File: config.mk
export PLATFORM = sky130hd
export DESIGN_NAME = wav_header_stream_parser_top_flat
export DESIGN_NICKNAME = d
export VERILOG_FILES = /design/src/hw/rtl/wavp_pkg.sv /design/src/hw/rtl/wavp_byte_if.sv /design/src/hw/rtl/wavp_item_if.sv /design/src/hw/rtl/wavp_in_stage.sv /design/src/hw/rtl/wavp_parser.sv /design/src/hw/rtl/wavp_out_stage.sv /design/src/hw/rtl/wav_header_stream_parser_top.sv /design/src/flat_wrapper.sv
export SDC_FILE = /design/constraint.sdc
export NUM_CORES = 1
export LEC_CHECK = 0
export ABC_AREA = 1
export BUFFER_PORTS_ARGS = -buffer_cell sky130_fd_sc_hd__clkbuf_2
export CAP_MARGIN = 20
export CORE_ASPECT_RATIO = 2
export CORE_MARGIN = 4
export CORE_UTILIZATION = 55
export DETAILED_ROUTE_END_ITERATION = 8
export PLACE_DENSITY = 0.74
export SLEW_MARGIN = 0
export SYNTH_ARGS = -nofsm -noshare
export SYNTH_HDL_FRONTEND = slang
export SYNTH_SLANG_ARGS = --single-unit
File: constraint.sdc
create_clock -name clk -period 5.3 [get_ports clk]
set_clock_uncertainty 0.2 [all_clocks]
set_input_delay 1.06 -clock clk [delete_from_list [all_inputs] [get_ports clk]]
set_output_delay 1.06 -clock clk [all_outputs]
set_load 0.005 [all_outputs]
File: src/hw/rtl/wavp_pkg.sv
// Shared item codes and result types for the WAV header stream parser.
`default_nettype none

package wavp_pkg;

    localparam logic [3:0] KIND_RIFF_SIZE  = 4'd0;
    localparam logic [3:0] KIND_FORMAT     = 4'd1;
    localparam logic [3:0] KIND_CHANNELS   = 4'd2;
    localparam logic [3:0] KIND_RATE       = 4'd3;
    localparam logic [3:0] KIND_BYTE_RATE  = 4'd4;
    localparam logic [3:0] KIND_BLOCK_ALGN = 4'd5;
    localparam logic [3:0] KIND_BITS       = 4'd6;
    localparam logic [3:0] KIND_LIST_SIZE  = 4'd7;
    localparam logic [3:0] KIND_DATA_SIZE  = 4'd8;
    localparam logic [3:0] KIND_SAMPLE     = 4'd9;

    typedef struct packed {
        logic [3:0]  item_kind;
        logic [31:0] item_value;
        logic        last_sample;
    } item_t;

    typedef struct packed {
        logic  emit;
        item_t item;
    } result_t;

endpackage

`default_nettype wire

File: src/hw/rtl/wavp_byte_if.sv
// Valid/ready channel carrying one byte of the WAV stream per request.
`default_nettype none

interface wavp_byte_if;
    logic       valid;
    logic       ready;
    logic [7:0] file_byte;

    modport source (output valid, output file_byte, input ready);
    modport sink   (input valid, input file_byte, output ready);
endinterface

`default_nettype wire

File: src/hw/rtl/wavp_item_if.sv
// Valid/ready channel carrying one parsed header field or sample byte per request.
`default_nettype none

interface wavp_item_if;
    logic        valid;
    logic        ready;
    logic [3:0]  item_kind;
    logic [31:0] item_value;
    logic        last_sample;

    modport source (output valid, output item_kind, output item_value, output last_sample,
                    input ready);
    modport sink   (input valid, input item_kind, input item_value, input last_sample,
                    output ready);
endinterface

`default_nettype wire

File: src/hw/rtl/wavp_in_stage.sv
// Input register holding one accepted stream byte until the parser consumes it.
`default_nettype none

module wavp_in_stage (
    input  wire logic   clk,
    input  wire logic   rst_n,
    wavp_byte_if.sink   bytes,
    input  wire logic   advance,
    output logic        byte_valid,
    output logic [7:0]  byte_data
);
    logic       valid_reg;
    logic       valid_next;
    logic [7:0] data_reg;

    // A held byte leaves whenever the downstream side advances, so a new
    // request can be taken in the same cycle.
    assign bytes.ready = !valid_reg || advance;
    assign valid_next  = bytes.valid ? 1'b1 : (valid_reg && !advance);

    always_ff @(posedge clk or negedge rst_n)
    begin
        if (!rst_n)
        begin
            valid_reg <= 1'b0;
        end
        else if (bytes.ready)
        begin
            valid_reg <= valid_next;
        end
    end

    always_ff @(posedge clk)
    begin
        if (bytes.valid && bytes.ready)
        begin
            data_reg <= bytes.file_byte;
        end
    end

    assign byte_valid = valid_reg;
    assign byte_data  = data_reg;
endmodule

`default_nettype wire

File: src/hw/rtl/wavp_parser.sv
// Parse state machine: tracks the stage, byte position, shift word and remaining count.
`default_nettype none

module wavp_parser (
    input  wire logic        clk,
    input  wire logic        rst_n,
    input  wire logic        fire,
    input  wire logic [7:0]  byte_data,
    output wavp_pkg::result_t result
);
    import wavp_pkg::*;

    localparam logic [2:0] ST_RIFF  = 3'd0;
    localparam logic [2:0] ST_FMT   = 3'd1;
    localparam logic [2:0] ST_TAG   = 3'd2;
    localparam logic [2:0] ST_LSIZE = 3'd3;
    localparam logic [2:0] ST_LSKIP = 3'd4;
    localparam logic [2:0] ST_DSIZE = 3'd5;
    localparam logic [2:0] ST_DATA  = 3'd6;
    localparam logic [2:0] ST_DONE  = 3'd7;

    localparam logic [31:0] TAG_LIST = 32'h5453_494C;
    localparam logic [4:0]  RIFF_END = 5'd11;
    localparam logic [4:0]  FMT_END  = 5'd23;
    localparam logic [4:0]  WORD_END = 5'd3;

    logic [2:0]  stage_reg, stage_next;
    logic [4:0]  pos_reg, pos_next;
    logic [31:0] shift_reg, shift_next;
    logic [31:0] rem_reg, rem_next;
    logic [31:0] rem_dec;
    logic [31:0] half;
    logic        emit;
    item_t       item;

    always_comb
    begin
        stage_next = stage_reg;
        pos_next   = pos_reg + 5'd1;
        shift_next = {byte_data, shift_reg[31:8]};
        rem_next   = rem_reg;
        rem_dec    = rem_reg - 32'd1;
        half       = {16'd0, shift_next[31:16]};
        emit       = 1'b0;
        item       = '0;

        unique case (stage_reg)
            ST_RIFF:
            begin
                if (pos_reg == 5'd7)
                begin
                    emit = 1'b1;
                    item = '{KIND_RIFF_SIZE, shift_next, 1'b0};
                end
                if (pos_reg >= RIFF_END)
                begin
                    stage_next = ST_FMT;
                    pos_next   = '0;
                end
            end
            ST_FMT:
            begin
                // The 16-bit fields sit in the upper half of the shift word.
                case (pos_reg)
                    5'd9:    begin emit = 1'b1; item = '{KIND_FORMAT, half, 1'b0}; end
                    5'd11:   begin emit = 1'b1; item = '{KIND_CHANNELS, half, 1'b0}; end
                    5'd15:   begin emit = 1'b1; item = '{KIND_RATE, shift_next, 1'b0}; end
                    5'd19:   begin emit = 1'b1; item = '{KIND_BYTE_RATE, shift_next, 1'b0}; end
                    5'd21:   begin emit = 1'b1; item = '{KIND_BLOCK_ALGN, half, 1'b0}; end
                    5'd23:   begin emit = 1'b1; item = '{KIND_BITS, half, 1'b0}; end
                    default: emit = 1'b0;
                endcase
                if (pos_reg >= FMT_END)
                begin
                    stage_next = ST_TAG;
                    pos_next   = '0;
                end
            end
            ST_TAG:
            begin
                if (pos_reg >= WORD_END)
                begin
                    stage_next = (shift_next == TAG_LIST) ? ST_LSIZE : ST_DSIZE;
                    pos_next   = '0;
                end
            end
            ST_LSIZE, ST_DSIZE:
            begin
                if (pos_reg >= WORD_END)
                begin
                    emit     = 1'b1;
                    item     = '{(stage_reg == ST_LSIZE) ? KIND_LIST_SIZE : KIND_DATA_SIZE,
                                 shift_next, 1'b0};
                    rem_next = shift_next;
                    pos_next = '0;
                    if (stage_reg == ST_LSIZE)
                    begin
                        stage_next = (shift_next != '0) ? ST_LSKIP : ST_TAG;
                    end
                    else
                    begin
                        stage_next = (shift_next != '0) ? ST_DATA : ST_DONE;
                    end
                end
            end
            ST_LSKIP:
            begin
                rem_next = rem_dec;
                pos_next = '0;
                if (rem_dec == '0)
                begin
                    stage_next = ST_TAG;
                end
            end
            ST_DATA:
            begin
                rem_next = rem_dec;
                pos_next = '0;
                emit     = 1'b1;
                item     = '{KIND_SAMPLE, {24'd0, byte_data}, (rem_dec == '0)};
                if (rem_dec == '0)
                begin
                    stage_next = ST_DONE;
                end
            end
            ST_DONE:
            begin
                pos_next = '0;
            end
            default:
            begin
                pos_next = '0;
            end
        endcase

        result.emit = fire && emit;
        result.item = item;
    end

    always_ff @(posedge clk or negedge rst_n)
    begin
        if (!rst_n)
        begin
            stage_reg <= ST_RIFF;
            pos_reg   <= '0;
            shift_reg <= '0;
            rem_reg   <= '0;
        end
        else if (fire)
        begin
            stage_reg <= stage_next;
            pos_reg   <= pos_next;
            shift_reg <= shift_next;
            rem_reg   <= rem_next;
        end
    end

    a_sample_in_data: assert property (@(posedge clk) disable iff (!rst_n)
        (result.emit && result.item.item_kind == KIND_SAMPLE) |-> stage_reg == ST_DATA)
        else $error("sample byte reported outside the data chunk");

    a_last_ends_data: assert property (@(posedge clk) disable iff (!rst_n)
        (result.emit && result.item.last_sample) |=> stage_reg == ST_DONE)
        else $error("final sample did not end the data chunk");

    a_done_silent: assert property (@(posedge clk) disable iff (!rst_n)
        stage_reg == ST_DONE |-> !result.emit)
        else $error("result reported after the data chunk ended");

    a_done_sticky: assert property (@(posedge clk) disable iff (!rst_n)
        stage_reg == ST_DONE |=> stage_reg == ST_DONE)
        else $error("parser left the done stage");

    a_counted_pos_zero: assert property (@(posedge clk) disable iff (!rst_n)
        (stage_reg == ST_LSKIP || stage_reg == ST_DATA || stage_reg == ST_DONE)
        |-> pos_reg == '0)
        else $error("byte position not cleared in a counted stage");
endmodule

`default_nettype wire

File: src/hw/rtl/wavp_out_stage.sv
// Output register holding one result until the downstream side takes it.
`default_nettype none

module wavp_out_stage (
    input  wire logic              clk,
    input  wire logic              rst_n,
    input  wire wavp_pkg::result_t result,
    output logic                   advance,
    wavp_item_if.source            items
);
    import wavp_pkg::*;

    logic  valid_reg;
    item_t item_reg;

    // The register may be refilled in the cycle its request is taken.
    assign advance = !valid_reg || items.ready;

    always_ff @(posedge clk or negedge rst_n)
    begin
        if (!rst_n)
        begin
            valid_reg <= 1'b0;
        end
        else if (advance)
        begin
            valid_reg <= result.emit;
        end
    end

    always_ff @(posedge clk)
    begin
        if (advance && result.emit)
        begin
            item_reg <= result.item;
        end
    end

    assign items.valid       = valid_reg;
    assign items.item_kind   = item_reg.item_kind;
    assign items.item_value  = item_reg.item_value;
    assign items.last_sample = item_reg.last_sample;
endmodule

`default_nettype wire

File: src/hw/rtl/wav_header_stream_parser_top.sv
// Top level of the WAV header stream parser.
//
//   Channel  Role   Payload                                  Request carries
//   bytes    sink   file_byte[7:0]                           one byte of the file
//   items    source item_kind[3:0] item_value[31:0] last_sample  one field or sample
//
// One byte is accepted per cycle while items does not stall; each byte is held in the input
// register and its result, if any, is then registered in the output register.
// The parse step between the two registers is a single pass of the stage machine.
// Reset clears the stage, position, shift word, counter and both valid flags.
// A stall on items holds both registers; bytes stays ready while either can move.
`default_nettype none

module wav_header_stream_parser_top (
    input  wire logic   clk,
    input  wire logic   rst_n,
    wavp_byte_if.sink   bytes,
    wavp_item_if.source items
);
    import wavp_pkg::*;

    logic       advance;
    logic       byte_valid;
    logic [7:0] byte_data;
    result_t    result;

    wavp_in_stage u_in_stage (
        .clk        (clk),
        .rst_n      (rst_n),
        .bytes      (bytes),
        .advance    (advance),
        .byte_valid (byte_valid),
        .byte_data  (byte_data)
    );

    wavp_parser u_parser (
        .clk       (clk),
        .rst_n     (rst_n),
        .fire      (byte_valid && advance),
        .byte_data (byte_data),
        .result    (result)
    );

    wavp_out_stage u_out_stage (
        .clk     (clk),
        .rst_n   (rst_n),
        .result  (result),
        .advance (advance),
        .items   (items)
    );
endmodule

`default_nettype wire

File: src/flat_wrapper.sv
// flat-port wrapper written by rule: the top's interface ports become plain ports
module wav_header_stream_parser_top_flat import wavp_pkg::*;
  (clk, rst_n, bytes_valid, bytes_file_byte, bytes_ready, items_valid, items_item_kind, items_item_value, items_last_sample, items_ready);
  wavp_byte_if bytes_i ();
  wavp_item_if items_i ();
  input  wire logic clk;
  input  wire logic rst_n;
  input wire logic [$bits(bytes_i.valid)-1:0] bytes_valid;
  input wire logic [$bits(bytes_i.file_byte)-1:0] bytes_file_byte;
  output wire logic [$bits(bytes_i.ready)-1:0] bytes_ready;
  output wire logic [$bits(items_i.valid)-1:0] items_valid;
  output wire logic [$bits(items_i.item_kind)-1:0] items_item_kind;
  output wire logic [$bits(items_i.item_value)-1:0] items_item_value;
  output wire logic [$bits(items_i.last_sample)-1:0] items_last_sample;
  input wire logic [$bits(items_i.ready)-1:0] items_ready;
  assign bytes_i.valid = bytes_valid;
  assign bytes_i.file_byte = bytes_file_byte;
  assign bytes_ready = bytes_i.ready;
  assign items_valid = items_i.valid;
  assign items_item_kind = items_i.item_kind;
  assign items_item_value = items_i.item_value;
  assign items_last_sample = items_i.last_sample;
  assign items_i.ready = items_ready;
  wav_header_stream_parser_top u_core (.clk(clk), .rst_n(rst_n), .bytes(bytes_i), .items(items_i));
endmodule
==> flow_summary.json <==
{
  "io_pins": 51,
  "post-cts-setup-buffers": 0,
  "cts_buffers": 9,
  "fin_ws_ps": 2100,
  "drtAntennaViolNets": 0,
  "start_util_pct": 56.9,
  "hold_viol_final": 0,
  "status": "finished, final reports clean",
  "setup_viol": 0,
  "fin_crit_ps": 3200,
  "ys_ff_latch": 111,
  "leakagePower_nw": 3.05,
  "synth_area_per_cell_sq_um": 7.95,
  "cts_resized": 0,
  "yosys-top-cells-area": "dfrtp_1, edfxtp_1, nand2_1",
  "pre_cts_ws_ps": 1820,
  "ys.flop_type": "dfrtp_1",
  "stdcell_area_sq_mm": 0.00691,
  "p_per_area_mw_per_mm2": 542,
  "async_flop_share_pct": 59.5,
  "synth_top_area_share_pct": 26.4,
  "cp-end-kind": "register",
  "syn2layout_area_growth_pct": 10.3,
  "slew_headroom_pct": 28.3,
  "grt_pass1_vias": 5763,
  "max_freq_ghz": 0.313,
  "reg2reg_from": "u_core.u_parser.stage_reg[2]$_DFFE_PN0P_",
  "routed_wl_um": 18200,
  "post-route-drc-count": 0,
  "syn-cell-area_sq_mm": 0.00626,
  "placed_area_sq_mm": 0.00659,
  "worst_ir_drop_vdd_mv": 0.278,
  "cp_slowest_cell": "nor2_1",
  "synth.yosys.seq_area_share_pct": 48.0,
  "cpPeakStageDelay_ps": 720,
  "p_int_mw": 1.97,
  "vias": 5788,
  "required_ps": 5380,
  "synth_cell_type_count": 42,
  "grt_util_all_layers_pct": 28.1,
  "nFillCells": 984,
  "swShare_pct": 47.3,
  "num_rows": 54,
  "nNetsFinal": 848,
  "grt.overflow.total": 0,
  "die_area_sq_mm": 0.0133,
  "hold_buffers": 0,
  "grt_pass1_wl_um": 29500,
  "core_area_sq_mm": 0.0110,
  "synth_fp_nets": 805,
  "cts_max_level": 3,
  "n_antenna_cell": 0,
  "crit_family": "simple AND/OR/NAND/NOR gates",
  "combPwrFrac_pct": 43.1,
  "start_kind": "register",
  "dr.pass1.iters": 5,
  "crit_chain": "inv_2, nor2_1, inv_1, a21oi_4, nand2_4, inv_2, o21ai_0, o22ai_2",
  "clockBufferDepth": 2,
  "cts_tree": "built",
  "critical_path_class": "reg -> reg",
  "p_switching_mw": 1.77,
  "synth.largest_area_cell": "dfrtp_1",
  "drive_gt1_share_pct": 14.8,
  "hp-start": "u_core.u_parser.shift_reg[31]$_DFFE_PN0P_",
  "hold_path.class": "reg -> reg",
  "fin_crit_sh_pct": 60.3,
  "rsz0062_at_grt": "false",
  "crit_path_start": "u_core.u_parser.stage_reg[2]$_DFFE_PN0P_",
  "hpwl_um": 13800,
  "p_clk_share_pct": 18.5,
  "synth_enable_flop_cells": 45,
  "place.port_buffers": 50,
  "vias_per_cell": 5.93,
  "drv_slew": 0,
  "crit_arrival_ps": 3270,
  "tightest_slew_ps": 1070,
  "die_h_um": 159,
  "cts_num_sinks": 111,
  "netlist_instances": 788,
  "synth_warnings": 0,
  "pwr-share-seq_pct": 38.4,
  "crit_top_cell": "inv_2",
  "tns_ps": 0,
  "cap_violations": 0,
  "clk_pin_slew_ps": 80,
  "total_power_mw": 3.75,
  "wire_per_inst_um": 18.6,
  "root_buffer": "clkbuf_16",
  "critPathBufInv": 3,
  "cp_max_fo": 39,
  "gp_congestion": 0.976,
  "die_width_um": 83.4,
  "yosysMostFrequentCell": "nand2_1",
  "initialDrtViolationCount": 496,
  "grt_max_degree": 57,
  "antenna_found_initial": 0,
  "synth_commonest_cells": "nand2_1, nor2_1, inv_1",
  "insertion_delay_ps": 360
}
==> routing by layer <==
| layer | track usage, % | vias up | share of wire (%) |
|---|---|---|---|
| met2 | 49.1 | 259 | 52 |
| met3 | 3.73 | 80 | 5.0 |
| met5 | 0 | - | 0 |
| met4 | 19.6 | 0 | 7.8 |
| met1 | 31.0 | 2738 | 35 |
| li1 | - | 2711 | - |
==> metrics by stage <==
stage                     hold WS (ps)  utilization (%)  std cells
after floorplan                    253                -        788
after global placement             274             59.9        959
after detailed placement           282             59.9        959
after CTS                          302             62.6        975
after global routing               337             62.7        976
final                              304             62.7        976
==> power groups by stage <==
stage / clock (mW) / sequential [mW] / combinational, mW
finish: 0.691 / 1.44 / 1.61
floorplan: 0 / 1.36 / 1.19
detailed placement: 0 / 1.44 / 1.58
CTS: 0.698 / 1.43 / 1.59
global route: 0.731 / 1.47 / 1.80
global placement: 0 / 1.43 / 1.54
==> worst register-to-register path, cell delays in order, from the launching register on <==
cell and delay (ps):
dfrtp_1 440, inv_2 90, nor2_1 720, inv_1 240, a21oi_4 230, nand2_4 210
inv_2 590, o21ai_0 250, o22ai_2 140
==> layout make-up <==
| type | count | area (sq um) | area share [%] |
|---|---|---|---|
| Clock buffer | 9 | 225 | 3.26 |
| Clock inverter | 7 | 76.3 | 1.10 |
| Inverter | 101 | 382 | 5.52 |
| Multi-Input combinational cell | 553 | 2750 | 39.8 |
| Sequential cell | 111 | 3000 | 43.5 |
| Tap cell | 140 | 175 | 2.54 |
| Timing Repair Buffer | 55 | 295 | 4.27 |
==> cell usage in the layout (no fill, tap or decap), drive strengths merged, types with 9 or more instances in the layout <==
master / n
nand2: 179
nand4: 16
nor3: 11
clkbuf: 58
nor4: 9
o22ai: 11
nor2: 124
a21oi: 31
dfrtp: 66
inv: 105
edfxtp: 45
nand3: 36
o21ai: 106
==> kinds of logic after synthesis <==
| group | Yosys count | share of synthesized area [%] |
|---|---|---|
| buf+inv | 124 | 8.25 |
| flops | 111 | 48.0 |
| xor+xnor | 5 | 0.699 |
| simple gates | 379 | 26.8 |
| fa+ha+maj | 5 | 0.999 |
| compound gates | 164 | 15.3 |
==> final timing paths <==
check                                                                 end  slack (ps)  cells past startpoint
max in group asynchronous        u_core.u_parser.shift_reg[8]$_DFFE_PN0P_        3340                      2
worst min register to register  u_core.u_parser.shift_reg[31]$_DFFE_PN0P_         300                      2
worst max-delay path               u_core.u_parser.rem_reg[3]$_DFFE_PN0P_        2100                      8
worst min-delay path            u_core.u_parser.shift_reg[31]$_DFFE_PN0P_         300                      2
min in group asynchronous          u_core.u_parser.rem_reg[6]$_DFFE_PN0P_         600                      1
worst max register to register     u_core.u_parser.rem_reg[3]$_DFFE_PN0P_        2100                      8
Note: power is estimated with default switching activity, not from simulation.
